==> src/design/hsv2rgb_pkg.sv <==
`timescale 1ns / 1ps
// ----------------------------------------------------------------------------
// HSV to RGB converter package
// Shared widths, hexcone constants, sector codes and pipeline control type.
// ----------------------------------------------------------------------------
package hsv2rgb_pkg;

  localparam int HueW   = 13;
  localparam int SatW   = 9;
  localparam int ValW   = 9;
  localparam int ChanW  = 8;

  localparam int NumStages = 6;

  localparam logic [HueW-1:0] HUE_FULL   = 13'd5760;
  localparam logic [HueW-1:0] HUE_SECTOR = 13'd960;
  localparam logic [SatW-1:0] UNIT       = 9'd256;

  // floor(z / 15) = (z * RECIP_15) >> RECIP_SHIFT, exact for z below 2^16
  localparam logic [15:0] RECIP_15    = 16'd34953;
  localparam int          RECIP_SHIFT = 19;

  typedef enum logic [2:0] {
    SECT_RY,
    SECT_YG,
    SECT_GC,
    SECT_CB,
    SECT_BM,
    SECT_MR
  } sector_t;

  typedef struct packed {
    logic [NumStages-1:0] load;
  } pipe_ctrl_t;

endpackage

==> src/design/hsv2rgb_if.sv <==
`timescale 1ns / 1ps
// ----------------------------------------------------------------------------
// HSV to RGB channel interfaces
// Valid/ready channels for the HSV input word and the RGB result word.
// ----------------------------------------------------------------------------
interface hsv2rgb_in_if;
  logic                           valid;
  logic                           ready;
  logic [hsv2rgb_pkg::HueW-1:0]   hue;
  logic [hsv2rgb_pkg::SatW-1:0]   saturation;
  logic [hsv2rgb_pkg::ValW-1:0]   brightness;

  modport source (output valid, output hue, output saturation, output brightness,
                  input ready);
  modport sink   (input valid, input hue, input saturation, input brightness,
                  output ready);
endinterface

interface hsv2rgb_out_if;
  logic                           valid;
  logic                           ready;
  logic [hsv2rgb_pkg::ChanW-1:0]  red;
  logic [hsv2rgb_pkg::ChanW-1:0]  green;
  logic [hsv2rgb_pkg::ChanW-1:0]  blue;

  modport source (output valid, output red, output green, output blue, input ready);
  modport sink   (input valid, input red, input green, input blue, output ready);
endinterface

==> src/design/hsv2rgb_datapath.sv <==
`timescale 1ns / 1ps
// ----------------------------------------------------------------------------
// HSV to RGB datapath
// Six register stages: wrap/saturate, sector and chroma product, weighted
// product, numerator sum, scale by 255, divide by 15 and channel select.
// ----------------------------------------------------------------------------
module hsv2rgb_datapath (
  input  logic                            clk,
  input  hsv2rgb_pkg::pipe_ctrl_t         ctrl,
  input  logic [hsv2rgb_pkg::HueW-1:0]    hue,
  input  logic [hsv2rgb_pkg::SatW-1:0]    saturation,
  input  logic [hsv2rgb_pkg::ValW-1:0]    brightness,
  output logic [hsv2rgb_pkg::ChanW-1:0]   red,
  output logic [hsv2rgb_pkg::ChanW-1:0]   green,
  output logic [hsv2rgb_pkg::ChanW-1:0]   blue
);

  // stage 1: wrapped hue, saturated s and v
  logic [12:0] h1_r, h1_nxt;
  logic [8:0]  s1_r, s1_nxt;
  logic [8:0]  v1_r, v1_nxt;

  // stage 2
  hsv2rgb_pkg::sector_t sect2_r, sect2_nxt;
  logic [9:0]  w2_r, w2_nxt;
  logic [16:0] p2_r, p2_nxt;
  logic [8:0]  v2_r;
  logic [12:0] base2;
  logic        odd2;
  logic [12:0] rem2;
  logic [17:0] prod2;

  // stage 3
  hsv2rgb_pkg::sector_t sect3_r;
  logic [25:0] pw3_r, pw3_nxt;
  logic [16:0] d3_r, d3_nxt;
  logic [8:0]  v3_r;
  logic [26:0] prod3;

  // stage 4
  hsv2rgb_pkg::sector_t sect4_r;
  logic [25:0] n4_r, n4_nxt;
  logic [7:0]  cch4_r, cch4_nxt;
  logic [7:0]  zch4_r, zch4_nxt;
  logic [26:0] sum4;
  logic [16:0] cprod4;
  logic [24:0] zprod4;

  // stage 5
  hsv2rgb_pkg::sector_t sect5_r;
  logic [11:0] z5_r, z5_nxt;
  logic [7:0]  cch5_r;
  logic [7:0]  zch5_r;
  logic [33:0] prod5;

  // stage 6: output word
  logic [7:0]  red_r, red_nxt;
  logic [7:0]  green_r, green_nxt;
  logic [7:0]  blue_r, blue_nxt;
  logic [27:0] q6;
  logic [7:0]  xch6;

  always_comb begin
    h1_nxt = (hue >= hsv2rgb_pkg::HUE_FULL) ? hue - hsv2rgb_pkg::HUE_FULL : hue;
    s1_nxt = (saturation > hsv2rgb_pkg::UNIT) ? hsv2rgb_pkg::UNIT : saturation;
    v1_nxt = (brightness > hsv2rgb_pkg::UNIT) ? hsv2rgb_pkg::UNIT : brightness;
  end

  always_comb begin
    if (h1_r >= 13'(5 * hsv2rgb_pkg::HUE_SECTOR)) begin
      sect2_nxt = hsv2rgb_pkg::SECT_MR;
      base2     = 13'(5 * hsv2rgb_pkg::HUE_SECTOR);
      odd2      = 1'b1;
    end else if (h1_r >= 13'(4 * hsv2rgb_pkg::HUE_SECTOR)) begin
      sect2_nxt = hsv2rgb_pkg::SECT_BM;
      base2     = 13'(4 * hsv2rgb_pkg::HUE_SECTOR);
      odd2      = 1'b0;
    end else if (h1_r >= 13'(3 * hsv2rgb_pkg::HUE_SECTOR)) begin
      sect2_nxt = hsv2rgb_pkg::SECT_CB;
      base2     = 13'(3 * hsv2rgb_pkg::HUE_SECTOR);
      odd2      = 1'b1;
    end else if (h1_r >= 13'(2 * hsv2rgb_pkg::HUE_SECTOR)) begin
      sect2_nxt = hsv2rgb_pkg::SECT_GC;
      base2     = 13'(2 * hsv2rgb_pkg::HUE_SECTOR);
      odd2      = 1'b0;
    end else if (h1_r >= hsv2rgb_pkg::HUE_SECTOR) begin
      sect2_nxt = hsv2rgb_pkg::SECT_YG;
      base2     = hsv2rgb_pkg::HUE_SECTOR;
      odd2      = 1'b1;
    end else begin
      sect2_nxt = hsv2rgb_pkg::SECT_RY;
      base2     = 13'd0;
      odd2      = 1'b0;
    end
    rem2   = h1_r - base2;
    w2_nxt = odd2 ? hsv2rgb_pkg::HUE_SECTOR[9:0] - rem2[9:0] : rem2[9:0];
    prod2  = {9'd0, s1_r} * {9'd0, v1_r};
    p2_nxt = prod2[16:0];
  end

  always_comb begin
    prod3   = {10'd0, p2_r} * {17'd0, w2_r};
    pw3_nxt = prod3[25:0];
    d3_nxt  = {v2_r, 8'd0} - p2_r;
  end

  always_comb begin
    // numerator 960*d + p*w, with 960 = 1024 - 64
    sum4     = {d3_r, 10'd0} - {4'd0, d3_r, 6'd0} + {1'b0, pw3_r};
    n4_nxt   = sum4[25:0];
    cprod4   = {v3_r, 8'd0} - {8'd0, v3_r};
    cch4_nxt = cprod4[15:8];
    zprod4   = {d3_r, 8'd0} - {8'd0, d3_r};
    zch4_nxt = zprod4[23:16];
  end

  always_comb begin
    prod5  = {n4_r, 8'd0} - {8'd0, n4_r};
    z5_nxt = prod5[33:22];
  end

  always_comb begin
    q6   = {4'd0, z5_r} * {12'd0, hsv2rgb_pkg::RECIP_15};
    xch6 = q6[hsv2rgb_pkg::RECIP_SHIFT +: 8];
    case (sect5_r)
      hsv2rgb_pkg::SECT_RY: begin
        red_nxt = cch5_r; green_nxt = xch6;   blue_nxt = zch5_r;
      end
      hsv2rgb_pkg::SECT_YG: begin
        red_nxt = xch6;   green_nxt = cch5_r; blue_nxt = zch5_r;
      end
      hsv2rgb_pkg::SECT_GC: begin
        red_nxt = zch5_r; green_nxt = cch5_r; blue_nxt = xch6;
      end
      hsv2rgb_pkg::SECT_CB: begin
        red_nxt = zch5_r; green_nxt = xch6;   blue_nxt = cch5_r;
      end
      hsv2rgb_pkg::SECT_BM: begin
        red_nxt = xch6;   green_nxt = zch5_r; blue_nxt = cch5_r;
      end
      default: begin
        red_nxt = cch5_r; green_nxt = zch5_r; blue_nxt = xch6;
      end
    endcase
  end

  always_ff @(posedge clk) begin
    if (ctrl.load[0]) begin
      h1_r <= h1_nxt;
      s1_r <= s1_nxt;
      v1_r <= v1_nxt;
    end
    if (ctrl.load[1]) begin
      sect2_r <= sect2_nxt;
      w2_r    <= w2_nxt;
      p2_r    <= p2_nxt;
      v2_r    <= v1_r;
    end
    if (ctrl.load[2]) begin
      sect3_r <= sect2_r;
      pw3_r   <= pw3_nxt;
      d3_r    <= d3_nxt;
      v3_r    <= v2_r;
    end
    if (ctrl.load[3]) begin
      sect4_r <= sect3_r;
      n4_r    <= n4_nxt;
      cch4_r  <= cch4_nxt;
      zch4_r  <= zch4_nxt;
    end
    if (ctrl.load[4]) begin
      sect5_r <= sect4_r;
      z5_r    <= z5_nxt;
      cch5_r  <= cch4_r;
      zch5_r  <= zch4_r;
    end
    if (ctrl.load[5]) begin
      red_r   <= red_nxt;
      green_r <= green_nxt;
      blue_r  <= blue_nxt;
    end
  end

  assign red   = red_r;
  assign green = green_r;
  assign blue  = blue_r;

endmodule

==> src/design/hsv_to_rgb_converter.sv <==
`timescale 1ns / 1ps
// ----------------------------------------------------------------------------
// HSV to RGB converter
// Hexcone conversion, one HSV pixel per clock unless stalled, to 8-bit RGB.
// ----------------------------------------------------------------------------
// Usage:
//   in_pix carries hue (1/16 degree), saturation and brightness (256 = 1.0)
//   on a valid/ready handshake; out_pix returns red, green and blue words.
//   Each accepted word passes through one register stage per step:
//   wrap/saturate, sector and s*v product, weighted product, numerator sum,
//   scale by 255, divide by 15 and channel select.
//   Throughput is one word per cycle while out_pix.ready stays high;
//   each stage has its own valid bit.
//   A stalled receiver holds the output word; upstream stages keep advancing
//   into empty slots, and in_pix.ready drops only once every stage is full.
//   Reset clears all valid bits; in_pix.ready is high right after reset.
//   No configuration and no state is carried from one word to the next.
// ----------------------------------------------------------------------------
module hsv_to_rgb_converter (
  input  logic                clk,
  input  logic                rst_n,
  hsv2rgb_in_if.sink          in_pix,
  hsv2rgb_out_if.source       out_pix
);

  localparam int LastStage = hsv2rgb_pkg::NumStages - 1;

  logic [hsv2rgb_pkg::NumStages-1:0] vld_r, vld_nxt;
  logic [hsv2rgb_pkg::NumStages-1:0] adv;
  hsv2rgb_pkg::pipe_ctrl_t           ctrl;
  logic                              in_acc;
  logic                              out_acc;

  always_comb begin
    adv[LastStage] = !vld_r[LastStage] || out_pix.ready;
    for (int k = LastStage - 1; k >= 0; k--) begin
      adv[k] = !vld_r[k] || adv[k+1];
    end
  end

  always_comb begin
    for (int k = 0; k < hsv2rgb_pkg::NumStages; k++) begin
      if (adv[k]) begin
        vld_nxt[k] = (k == 0) ? in_pix.valid : vld_r[(k == 0) ? 0 : k - 1];
      end else begin
        vld_nxt[k] = vld_r[k];
      end
    end
  end

  always_ff @(posedge clk) begin
    if (!rst_n) begin
      vld_r <= '0;
    end else begin
      vld_r <= vld_nxt;
    end
  end

  assign ctrl.load     = adv;
  assign in_pix.ready  = adv[0];
  assign out_pix.valid = vld_r[LastStage];
  assign in_acc        = in_pix.valid && in_pix.ready;
  assign out_acc       = out_pix.valid && out_pix.ready;

  hsv2rgb_datapath u_datapath (
    .clk        (clk),
    .ctrl       (ctrl),
    .hue        (in_pix.hue),
    .saturation (in_pix.saturation),
    .brightness (in_pix.brightness),
    .red        (out_pix.red),
    .green      (out_pix.green),
    .blue       (out_pix.blue)
  );

  a_accept_enters: assert property (@(posedge clk) disable iff (!rst_n)
    in_acc |=> vld_r[0])
    else $error("accepted word did not enter first stage");

  a_stage_moves: assert property (@(posedge clk) disable iff (!rst_n)
    vld_r[0] && adv[1] |=> vld_r[1])
    else $error("word lost between first and second stage");

  a_occupancy: assert property (@(posedge clk) disable iff (!rst_n)
    $past(rst_n) |->
      ($countones(vld_r) ==
       $countones($past(vld_r)) + int'($past(in_acc)) - int'($past(out_acc))))
    else $error("pipeline occupancy does not match handshakes");

endmodule

==> src/flat_wrapper.sv <==
// flat-port wrapper written by rule: the top's interface ports become plain ports
module hsv_to_rgb_converter_flat 
  (clk, rst_n, in_pix_valid, in_pix_hue, in_pix_saturation, in_pix_brightness, in_pix_ready, out_pix_valid, out_pix_red, out_pix_green, out_pix_blue, out_pix_ready);
  hsv2rgb_in_if in_pix_i ();
  hsv2rgb_out_if out_pix_i ();
  input  logic clk;
  input  logic rst_n;
  input wire logic [$bits(in_pix_i.valid)-1:0] in_pix_valid;
  input wire logic [$bits(in_pix_i.hue)-1:0] in_pix_hue;
  input wire logic [$bits(in_pix_i.saturation)-1:0] in_pix_saturation;
  input wire logic [$bits(in_pix_i.brightness)-1:0] in_pix_brightness;
  output wire logic [$bits(in_pix_i.ready)-1:0] in_pix_ready;
  output wire logic [$bits(out_pix_i.valid)-1:0] out_pix_valid;
  output wire logic [$bits(out_pix_i.red)-1:0] out_pix_red;
  output wire logic [$bits(out_pix_i.green)-1:0] out_pix_green;
  output wire logic [$bits(out_pix_i.blue)-1:0] out_pix_blue;
  input wire logic [$bits(out_pix_i.ready)-1:0] out_pix_ready;
  assign in_pix_i.valid = in_pix_valid;
  assign in_pix_i.hue = in_pix_hue;
  assign in_pix_i.saturation = in_pix_saturation;
  assign in_pix_i.brightness = in_pix_brightness;
  assign in_pix_ready = in_pix_i.ready;
  assign out_pix_valid = out_pix_i.valid;
  assign out_pix_red = out_pix_i.red;
  assign out_pix_green = out_pix_i.green;
  assign out_pix_blue = out_pix_i.blue;
  assign out_pix_i.ready = out_pix_ready;
  hsv_to_rgb_converter u_core (.clk(clk), .rst_n(rst_n), .in_pix(in_pix_i), .out_pix(out_pix_i));
endmodule
==> config.mk <==
export PLATFORM = sky130hd
export DESIGN_NAME = hsv_to_rgb_converter_flat
export DESIGN_NICKNAME = d
export VERILOG_FILES = /design/src/design/hsv2rgb_pkg.sv /design/src/design/hsv2rgb_if.sv /design/src/design/hsv2rgb_datapath.sv /design/src/design/hsv_to_rgb_converter.sv /design/src/flat_wrapper.sv
export SDC_FILE = /design/constraint.sdc
export NUM_CORES = 1
export LEC_CHECK = 0
export BUFFER_PORTS_ARGS = -buffer_cell sky130_fd_sc_hd__buf_2
export CAP_MARGIN = 10
export CORE_AREA = 3 3 304 306
export DETAILED_ROUTE_END_ITERATION = 8
export DIE_AREA = 0 0 307 309
export PLACE_DENSITY_LB_ADDON = 0.25
export SYNTH_ARGS = -nofsm -noshare
export SYNTH_HDL_FRONTEND = slang
export SYNTH_SLANG_ARGS = --single-unit
==> constraint.sdc <==
create_clock -name clk -period 5.8 [get_ports clk]
set_input_delay 0.29 -clock clk [delete_from_list [all_inputs] [get_ports clk]]
set_output_delay 0.29 -clock clk [all_outputs]
set_load 0.02 [all_outputs]
# After elaboration in Yosys (flattened, before gate mapping)
# Cells that the tools add are included.
# Widths: inputs -> output; s select.
op_classes:
  magnitude_cmp: 8
  reduce_logical: 20
  addsub: 9
  n_mux: 19
  n_mul: 3
  eq_ne: 4
ops:
  columns: ["cell", "count"]
  rows:
  - ["$mux 10", 6]
  - ["$pmux 8 s2", 3]
  - ["$sub 34x26->34", 1]
  - ["$mul 12x16->27 const B", 1]
  - ["$add 26x26->26", 1]
  - ["$ge 13x12->1 const B", 2]
  - ["$ge 13x13->1 const B", 2]
  - ["$mul 17x10->26", 1]
  - ["$sub 26x23->26", 1]
  - ["$sub 24x17->24", 1]
  - ["$gt 9x9->1 const B", 2]
  - ["$mul 9x9->17", 1]
  - ["$sub 17x17->17", 1]
  - ["$sub 16x9->16", 1]
  - ["$reduce_or 2->1", 7]
  - ["$ge 13x10->1 const B", 1]
  - ["$ge 13x11->1 const B", 1]
  - ["$mux 13", 1]
  - ["$sub 13x13->13 const B", 1]
  - ["$sub 10x10->10", 1]
  - ["$sub 10x10->10 const A", 1]
  - ["$mux 1", 7]
  - ["$eq 3x2->1 const B", 2]
  - ["$logic_not 1->1", 6]
  - ["5 further kinds", 11]
totals:
  word_cells: 92
  reg_bits: 231
  output_inout_bits: 26
  in_bits: 35

# Depth between registers and ports, before layout
# Gate-level depths: netlist of run 1.
logic_depth:
  word_depth: 9
  depth_mapped: 23
  mapped_depth_nobuf: 21

# Cells and area by module
# Synthesis of run 1 repeated with hierarchy kept, for this count alone.
hier_totals:
  cells_unflattened: 2013
  hier_area_um2: 20761.2
modules_own_cells:
  columns: ["mod", "cells_each", "area_per_inst_um2", "n_inst", "seq_area_each_um2"]
  rows:
  - ["hsv2rgb_datapath", 1987, 20527.2, 1, 6756.5]
  - ["hsv_to_rgb_converter", 26, 234.0, 1, 120.1]

# Worst setup path after synthesis of run 1
# Ideal clock, no wire load.
synth_path:
  path_kind: "register -> register"
  startpoint: "register u_core.u_datapath.w2_r[3]"
  endpoint: "register u_core.u_datapath.pw3_r[24] (data pin)"
  slack_ps: 55
  path_stages_with_launch: 21
  arrival_ps: 5487
  n_path_buf: 2
  period_less_slack_ps: 5745
  required_time_ps: 5542
  setup_ps: 258
  path_cell_list: "edfxtp_1 -> clkbuf_1 -> clkbuf_1 -> nand2_1 -> fa_1 -> inv_1 -> fa_1 -> fa_1 -> fa_1 -> inv_1 -> fa_1 -> inv_1 -> ha_1 -> a2111oi_0 -> o21ai_1 -> a41oi_2 -> o21ai_1 -> o311a_1 -> o21a_1 -> a31oi_1 -> xnor2_1"
synth_between:
  elab_chain_len: 1
synth_rtl:
  columns: ["item", "line", "rtl"]
  rows:
  - ["start, declared", "hsv2rgb_datapath.sv:25", "logic [9:0] w2_r, w2_nxt;"]
  - ["start signal, assigned", "hsv2rgb_datapath.sv:155", "w2_r <= w2_nxt;"]
  - ["$mul 17x10->26", "hsv2rgb_datapath.sv:102", "prod3 = {10'd0, p2_r} * {17'd0, w2_r};"]
  - ["net u_core.u_datapath.prod3[24]", "hsv2rgb_datapath.sv:38", "logic [26:0] prod3;"]
  - ["end signal, assigned", "hsv2rgb_datapath.sv:161", "pw3_r <= pw3_nxt;"]
  - ["end, declared", "hsv2rgb_datapath.sv:35", "logic [25:0] pw3_r, pw3_nxt;"]
# The timed path passes the listed nets, and every way through them passes these cells.
# A chain may end at the register's enable or synchronous reset.

# Worst setup path after layout of run 1
layout_path:
  startpoint: "register u_core.u_datapath.w2_r[6]"
  endpoint: "register u_core.u_datapath.pw3_r[24] (data pin)"
# The elaborated chain is that of the path after synthesis.

==> results.cfg, run 1 <==
[status]
status = completed

[cells_and_area]
drive_gt1_share_pct = 8.23
nets = 2529
area_growth_pct = 14.4
final_common_cell = inv_1
multi_input_area_sq_um = 12300
final_util_pct = 26.3
fin_cells = 3279
final_cell_mix = inv_1, edfxtp_1, ha_1
n_fill_cell = 9462
seq_area_sq_um = 6880

[logic_synthesis]
synth_flop_cell = edfxtp_1
syn_area_sq_um = 20700
synth_seq_area_share_pct = 33.3
synth.distinct_cells = 70
yosysTopAreaCellShare_pct = 32.7
syn_nets = 2437
synth-edff-count = 225
yosys_warnings = 0
synth_top_area_cell = edfxtp_1
synth.area.top_cells = edfxtp_1, fa_1, ha_1
synth_seq_cells = 231
netlist_instances = 1992
synthArstFlopShare_pct = 0
avgSynthCellArea_sq_um = 10.4

[clock_tree]
clk_path_buf_depth = 3
clk_pin_slew_worst_paths_ns = 0.07
cts_tree = yes
cts-buffers-inserted = 26
h-tree-depth = 1
numClockSinks = 231
clock_latency_ns = 0.56
cts-root-buf = clkbuf_16

[global_routing]
grt_max_degree = 56
globalRoute.busiestLayer = met2
grt_pass1_wl_mm = 76.3
antenna_found_initial = 1
grt_use_met3_pct = 1.17
grt_usage_pct = 9.92
grt_overflow = 0
grt_use_met1_pct = 13.4
grt_pass1_vias = 14300
met2_usage_pct = 16.8

[worst_setup_path]
critPathCaptureType = flop
reg2reg_to = u_core.u_datapath.pw3_r[24]
reg2reg_slack_ns = 0.23
start_kind = flop
worstSetupPathType = flop to flop
cp.arrival_ns = 5.87
required_ns = 6.10
rr_startpoint = u_core.u_datapath.w2_r[6]
crit_fanout = 6
reg2reg_depth = 17

[job]
drv_cap = 0

[hold_path]
worstHoldEndpoint = u_core.u_datapath.v1_r[8]
hold_path_depth = 1
hold_start = in_pix_brightness[8]
hold_class = input pin to flop

[placed_design]
dp_cells = 3215
numPortBuffers = 60
routabilityCongestion = 0.849
dpl.hpwl_mm = 38.1

[timing]
setup_violations = 0
hold_viol_final = 0
finClkSkew_ns = 0.0170
whs_ns = 0.0336
fin_crit_sh_pct = 96.0
fmax_mhz = 180
slew_viol_final = 0
max_slew_margin_pct = 15.0
worstMarginPinSlew_ns = 1.27
period_minus_slack_ns = 5.57

[floorplan]
die-height_microns = 309
fp.dieW_microns = 307
core.rowCount = 110
core_sq_um = 89900
initial_core_util_pct = 23.0
io_pins = 61
die_area_sq_um = 94900

[routing]
viasPerCell = 4.26
routedWlPerCell_microns = 14.3
num_vias = 14000
dr.pass1.iters = 5
route.antenna.remaining_nets = 0
drc = 0
first_iter_violations = 661
wirelength_mm = 47.0
flip-flops by register name, summed over array words and instances, names as in the netlist, 9 cells and up:
| signal | count |
|---|---|
| u_core.u_datapath.s1_r | 9 |
| u_core.u_datapath.pw3_r | 26 |
| u_core.u_datapath.p2_r | 17 |
| u_core.u_datapath.v3_r | 9 |
| u_core.u_datapath.v2_r | 9 |
| u_core.u_datapath.h1_r | 13 |
| u_core.u_datapath.z5_r | 12 |
| u_core.u_datapath.d3_r | 17 |
| u_core.u_datapath.n4_r | 26 |
| u_core.u_datapath.w2_r | 10 |
| u_core.u_datapath.v1_r | 9 |
Yosys cell counts, types with 12 or more instances:
library cell,number
and3_1,14
a22oi_1,12
o21bai_1,13
clkbuf_1,54
o21ai_0,45
nor3_1,27
and2_1,108
o22ai_1,14
inv_1,364
xnor2_1,93
nor2b_1,28
xor2_1,32
o21a_1,17
a21oi_1,85
nand2_1,194
nand3_1,18
ha_1,216
nor2_1,59
a21o_1,28
edfxtp_1,225
fa_1,194
worst max-delay path by stage:
stage / start / end / slack [ns] / cells after the start
2_1_floorplan: u_core.u_datapath.w2_r[3] / u_core.u_datapath.pw3_r[24] / 0.06 / 20
4_1_cts: u_core.u_datapath.w2_r[6] / u_core.u_datapath.pw3_r[24] / 0.04 / 19
3_3_place_gp: u_core.u_datapath.w2_r[6] / u_core.u_datapath.pw3_r[25] / 0.15 / 20
6_report: u_core.u_datapath.w2_r[6] / u_core.u_datapath.pw3_r[24] / 0.23 / 17
3_5_place_dp: u_core.u_datapath.p2_r[4] / u_core.u_datapath.pw3_r[24] / -0.002 / 18
5_1_grt: u_core.u_datapath.p2_r[5] / u_core.u_datapath.pw3_r[24] / -0.02 / 21
kinds of logic (layout without fill, tap and decap cells):
group	after synthesis	after routing	synth area share, %
buffers and inverters	423	533	7.68
and+or+nand+nor	497	497	11.9
adders and majority gates	411	411	31.9
other	0	1	0
AOI/OAI and AO/OA	297	297	9.64
xor gates and xnor gates	125	125	5.29
DFF	231	231	33.3
muxes	8	8	0.387
cell type report:
cell class	instances	area share [%]
Clock inverter	17	0.867
Timing Repair Buffer	122	3.37
Tap cell	1176	6.22
Inverter	365	5.79
Sequential cell	231	29.1
Antenna cell	1	0.0106
Multi-Input combinational cell	1338	51.9
Clock buffer	29	2.80
per-layer routing:
| metal | part of all wire [%] | wire length [microns] |
|---|---|---|
| met1 | 47 | 21900 |
| met2 | 48 | 22500 |
| met5 | 0 | 0 |
| met3 | 3.2 | 1480 |
| met4 | 2.2 | 1030 |
worst max-delay path, cell delays in order (launching register included):
cell	delay, ns
edfxtp_1	0.51
and2_4	0.22
fa_1	0.45
fa_1	0.57
fa_1	0.44
fa_1	0.55
inv_1	0.06
fa_1	0.52
inv_1	0.04
ha_1	0.34
a2111oi_4	0.33
o21ai_2	0.12
a41oi_2	0.26
o21ai_2	0.12
o311a_1	0.30
o21a_1	0.18
a31oi_1	0.20
xnor2_1	0.10
metrics by stage:
step / setup slack (ns) / setup TNS, ns / cell area, sq um
floorplan: 0.0552 / 0 / 20700
global placement: 0.145 / 0 / 22600
detailed placement: -0.00216 / -0.00216 / 22600
CTS: 0.0371 / 0 / 23600
global route: -0.0195 / -0.0453 / 23700
finish: 0.231 / 0 / 23700
what timing repair did:
action | CTS | global route
endpoints found under the setup margin | 1 | 7
buffers inserted | 4 | 2
gates resized for setup | 1 | 13
endpoints found under the hold margin | 14 | 0
hold buffers | 11 | 0
cloned | 0 | 0
pin swaps | 0 | 5
Power of run 1 is left out: the tool's default activity adds up to more than one toggle a clock period on the data nets, which glitch-free logic cannot reach.
==> inputs of run 2 (changes only) <==
clock period = 4.45 ns   (was 5.8 ns; I/O delays follow)
==> run 2 against run 1 <==
  * The flow now finishes with violations (setup timing)
  * Fmax up 3.6%
  * Routed wire length up 3.1%
  * Core utilization increased by 3.1 points
  * Register-to-register slack got worse by 1.2 ns
  * Final cell count grew 7.5%
  * Flip-flop and latch count did not move
  * Clock-buffer cell count is 4 higher
  * First-iteration DRC count up 0.45%
  * Clock skew is 0.0030 ns lower
  * Via count grew 4.6%
==> results.cfg, run 2 (synthesis gave the netlist of run 1 again) <==
[worst_setup_path]
required_ns = 4.77
crit_fanout = 4
critPathCaptureType = flop
worstSetupPathType = flop to flop
start_kind = flop
cp.arrival_ns = 5.70

[timing]
finClkSkew_ns = 0.0140
period_minus_slack_ns = 5.38
fmax_mhz = 186
max_slew_margin_pct = 16.4
worst_slack_ns = -0.926
rsz0062_at_grt = true
hold_viol_final = 0
slew_viol_final = 0
worstMarginPinSlew_ns = 1.25
fin_crit_sh_pct = 121
setup_violations = 18

[global_routing]
grt_usage_pct = 10.1
grt_pass1_vias = 15400
grt_overflow = 0
antenna_found_initial = 0
grt_pass1_wl_mm = 79.3
grt_max_degree = 56

[clock_tree]
h-tree-depth = 1
cts_tree = yes
clock_latency_ns = 0.58
clk_path_buf_depth = 3
cts-root-buf = clkbuf_16
cts-buffers-inserted = 28
clk_pin_slew_worst_paths_ns = 0.06
numClockSinks = 231

[floorplan]
die-height_microns = 309
die_area_sq_um = 94900
initial_core_util_pct = 23.0
core_sq_um = 89900
core.rowCount = 110
io_pins = 61
fp.dieW_microns = 307

[cells_and_area]
top_regs = u_core.u_datapath.n4_r: 26 flops, u_core.u_datapath.pw3_r: 26 flops
final_area_sq_um = 26500
num_antenna_cells = 0
final_cell_mix = inv_1, edfxtp_1, buf_4
drive_gt1_share_pct = 22.6
final_common_cell = inv_1
area_growth_pct = 28.0
nets = 2772

[placed_design]
routabilityCongestion = 0.837
postPlaceCellArea_sq_um = 23600
numPortBuffers = 60
dpl_worst_slack_ns = -1.11
dpl.hpwl_mm = 38.8

[hold_path]
hold_class = input pin to flop

[routing]
first_iter_violations = 664
viasPerCell = 4.14
routedWlPerCell_microns = 13.8
num_vias = 14600
wirelength_mm = 48.5
drc = 0
dr.pass1.iters = 5
route.antenna.remaining_nets = 0

[status]
violations = setup timing
status = complete, but fails checks

[job]
drv_cap = 0
-- run 2: changes by cell type in the layout (fill, tap and decap cells not counted), sizes merged --
| cell | before | now |
|---|---|---|
| buf | 111 | 316 |
| dlygate4sd3 | 11 | 46 |
| clkbuf | 29 | 34 |
| clkinv | 12 | 14 |
| clkinvlp | 0 | 2 |
| inv | 366 | 364 |
| diode | 1 | 0 |
-- run 2: through the flow --
stage | cells | hold slack, ns | utilization [%] | TNS [ns]
floorplan | 1992 | 0.321 | - | -7.10
global placement | 3340 | 0.403 | 26.3 | -12.05
detailed placement | 3340 | 0.405 | 26.3 | -12.38
CTS | 3515 | 0.323 | 28.9 | -10.62
global route | 3525 | 0.363 | 29.4 | -14.06
finish | 3525 | 0.378 | 29.4 | -10.63
-- run 2: routing by layer --
layer	part of all wire (%)	GRT usage, %	wire length (microns)	up-vias
met2	48	17.2	23200	176
met1	47	13.8	22900	7100
met3	3.0	1.40	1450	55
met5	0	0	0	-
li1	-	-	-	7275
met4	1.9	1.97	930	0
-- run 2: cell type report --
cell class / instances / area [sq um]
clock inverter: 19 / 231
tap: 1176 / 1470
multi-input combinational: 1338 / 12900
sequential: 231 / 6880
fill: 9313 / 63400
inverter: 365 / 1370
clock buffer: 33 / 729
timing repair buffer: 363 / 2870
-- run 2: what timing repair did --
| item | 4_1_cts | 5_1_grt |
|---|---|---|
| endpoints found under the setup margin | 24 | 37 |
| gates resized for setup | 98 | 95 |
| hold buffers | 46 | 0 |
| hold endpoints to repair | 37 | 0 |
| setup buffers | 81 | 14 |
| pin swaps | 109 | 74 |
-- run 2: worst max-delay path, stage by stage (launching register included) --
cell and delay [ns]:
edfxtp_1 0.42, buf_6 0.13, nand2_2 0.04, fa_1 0.50, inv_2 0.04, fa_1 0.49, inv_1 0.06, fa_1 0.47
inv_1 0.05, fa_1 0.50, inv_1 0.05, fa_1 0.49, inv_2 0.05, ha_4 0.21, a21o_1 0.15, a21o_1 0.18
a21oi_2 0.20, and3_1 0.21, o21ai_2 0.10, a2111oi_4 0.39, o31ai_1 0.13, a21oi_1 0.18, xnor2_1 0.09
-- run 2: final timing paths --
path | start | endpoint | slack, ns | cells past startpoint
min reg2reg | u_core.u_datapath.sect4_r[0] | u_core.u_datapath.sect5_r[0] | 0.41 | 0
max | u_core.u_datapath.p2_r[7] | u_core.u_datapath.pw3_r[23] | -0.93 | 22
min | in_pix_hue[5] | u_core.u_datapath.h1_r[5] | 0.38 | 2
max reg2reg | u_core.u_datapath.p2_r[7] | u_core.u_datapath.pw3_r[23] | -0.93 | 22
Power of run 2 is left out for the same reason.
==> inputs of run 3 (changes only) <==
==> constraint.sdc (replaced) <==
create_clock -name clk -period 4.45 [get_ports clk]
set_input_delay 0.445 -clock clk [delete_from_list [all_inputs] [get_ports clk]]
set_output_delay 0.445 -clock clk [all_outputs]
set_load 0.1 [all_outputs]
==> run 3 against run 2 <==
  * The run still ends with setup timing left
  * Flip-flop and latch count unchanged
  * Design area is 3.8% lower
  * Core utilization fell by 1.1 points
  * Critical endpoint is now u_core.u_datapath.pw3_r[24]
  * Fmax down 0.66%
  * Clock-buffer cell count increased by 6
  * Register-to-register slack worse by 0.04 ns
==> results.cfg, run 3 (synthesis gave the netlist of run 1 again) <==
[status]
status = complete, but fails checks
violations = setup timing

[floorplan]
die_area_sq_um = 94900
die-height_microns = 309
initial_core_util_pct = 23.0
io_pins = 61
core_sq_um = 89900
fp.dieW_microns = 307
core.rowCount = 110

[routing]
viasPerCell = 4.17
drc = 0
route.antenna.remaining_nets = 0
first_iter_violations = 621
dr.pass1.iters = 5
routedWlPerCell_microns = 13.8
num_vias = 14400
wirelength_mm = 47.6

[worst_setup_path]
cp_cell_sequence = buf_6, nand2_4, fa_1, inv_1, fa_1, fa_1, fa_1, inv_1, fa_1, inv_2, ha_4, a2111oi_4, o21ai_2, a41oi_2, o21ai_2, o311a_1, o21a_1, a31oi_1, xnor2_1
critPathCaptureType = flop
cp.buffers_inverters = 4
worstSetupPathType = flop to flop
cp.arrival_ns = 5.74
start_kind = flop
path_delay_family = adder cells
crit_fanout = 6
cp_slowest_cell = fa_1
cpMostUsedCell = fa_1
max_stage_delay_ns = 0.55
required_ns = 4.78

[clock_tree]
cts_tree = yes
clk_path_buf_depth = 3
h-tree-depth = 1
numClockSinks = 231
clk_pin_slew_worst_paths_ns = 0.06
cts-root-buf = clkbuf_16
cts-buffers-inserted = 28
holdBufCountCts = 0
clock_latency_ns = 0.58

[cells_and_area]
nets = 2695
final_area_sq_um = 25500
area_growth_pct = 23.2
final_cell_mix = inv_1, edfxtp_1, ha_1
final_common_cell = inv_1
fin_cells = 3448
top_regs = u_core.u_datapath.n4_r: 26 flops, u_core.u_datapath.pw3_r: 26 flops
drive_gt1_share_pct = 19.5
num_antenna_cells = 0

[timing]
worst_slack_ns = -0.962
setup_violations = 17
period_minus_slack_ns = 5.41
slew_viol_final = 0
worstMarginPinSlew_ns = 1.29
finClkSkew_ns = 0.0105
rsz0062_at_grt = true
max_slew_margin_pct = 13.4
fmax_mhz = 185
hold_viol_final = 0
fin_crit_sh_pct = 122

[global_routing]
grt_pass1_vias = 15000
grt_usage_pct = 9.95
grt_pass1_wl_mm = 77.7
antenna_found_initial = 0
grt_overflow = 0
grt_max_degree = 56

[placed_design]
dp_cells = 3340
numPortBuffers = 60
postPlaceCellArea_sq_um = 23600
dpl.hpwl_mm = 39.0
routabilityCongestion = 0.836
dpl_worst_slack_ns = -1.07

[hold_path]
hold_class = input pin to flop

[job]
drv_cap = 0
-- run 3: area by class of cell --
| cell class | instances | area, sq um |
|---|---|---|
| inverters | 365 | 1370 |
| flip-flops and latches | 231 | 6880 |
| clock buffers | 39 | 782 |
| fillers | 9344 | 64400 |
| well taps | 1176 | 1470 |
| repair buffers | 286 | 2110 |
| multi-input cells | 1338 | 12700 |
| clock inverters | 13 | 186 |
-- run 3: metrics by stage --
step | TNS [ns] | util [%] | hold slack, ns
after floorplan | -7.10 | - | 0.400
after global placement | -11.87 | 26.3 | 0.403
after detailed placement | -12.64 | 26.3 | 0.406
after CTS | -10.67 | 27.8 | 0.0184
after global routing | -13.90 | 28.3 | 0.0322
final | -10.46 | 28.3 | 0.0588
-- run 3: repair_timing --
item,4_1_cts,5_1_grt
resized for setup,45,79
gates cloned,0,0
pin swaps,61,73
endpoints found under the setup margin,25,39
buffers inserted,32,29
endpoints found under the hold margin,0,0
-- run 3: worst register-to-register path: cells and delay by family, from the launching register on --
family          cells  cell delay (ns)
compound gates      7             1.48
xor+xnor            1             0.09
fa+ha+maj           6             2.75
buf+inv             4             0.31
flops               1             0.50
simple gates        1             0.04
-- run 3: path summary, 6_finish.rpt --
| kind | start | endpoint | depth (start not counted) | slack (ns) |
|---|---|---|---|---|
| worst max-delay path | u_core.u_datapath.p2_r[7] | u_core.u_datapath.pw3_r[24] | 19 | -0.96 |
| worst min-delay path | in_pix_hue[5] | u_core.u_datapath.h1_r[5] | 1 | 0.06 |
| worst max register to register | u_core.u_datapath.p2_r[7] | u_core.u_datapath.pw3_r[24] | 19 | -0.96 |
| worst min register to register | u_core.u_datapath.sect4_r[0] | u_core.u_datapath.sect5_r[0] | 0 | 0.42 |
-- run 3: routing by layer --
| layer | GRT usage (%) | wire, microns | vias to the layer above |
|---|---|---|---|
| met1 | 13.6 | 22700 | 7006 |
| met5 | 0 | 0 | - |
| met3 | 1.34 | 1370 | 61 |
| li1 | - | - | 7131 |
| met2 | 16.9 | 22700 | 175 |
| met4 | 1.95 | 875 | 0 |
Power of run 3 is left out for the same reason.
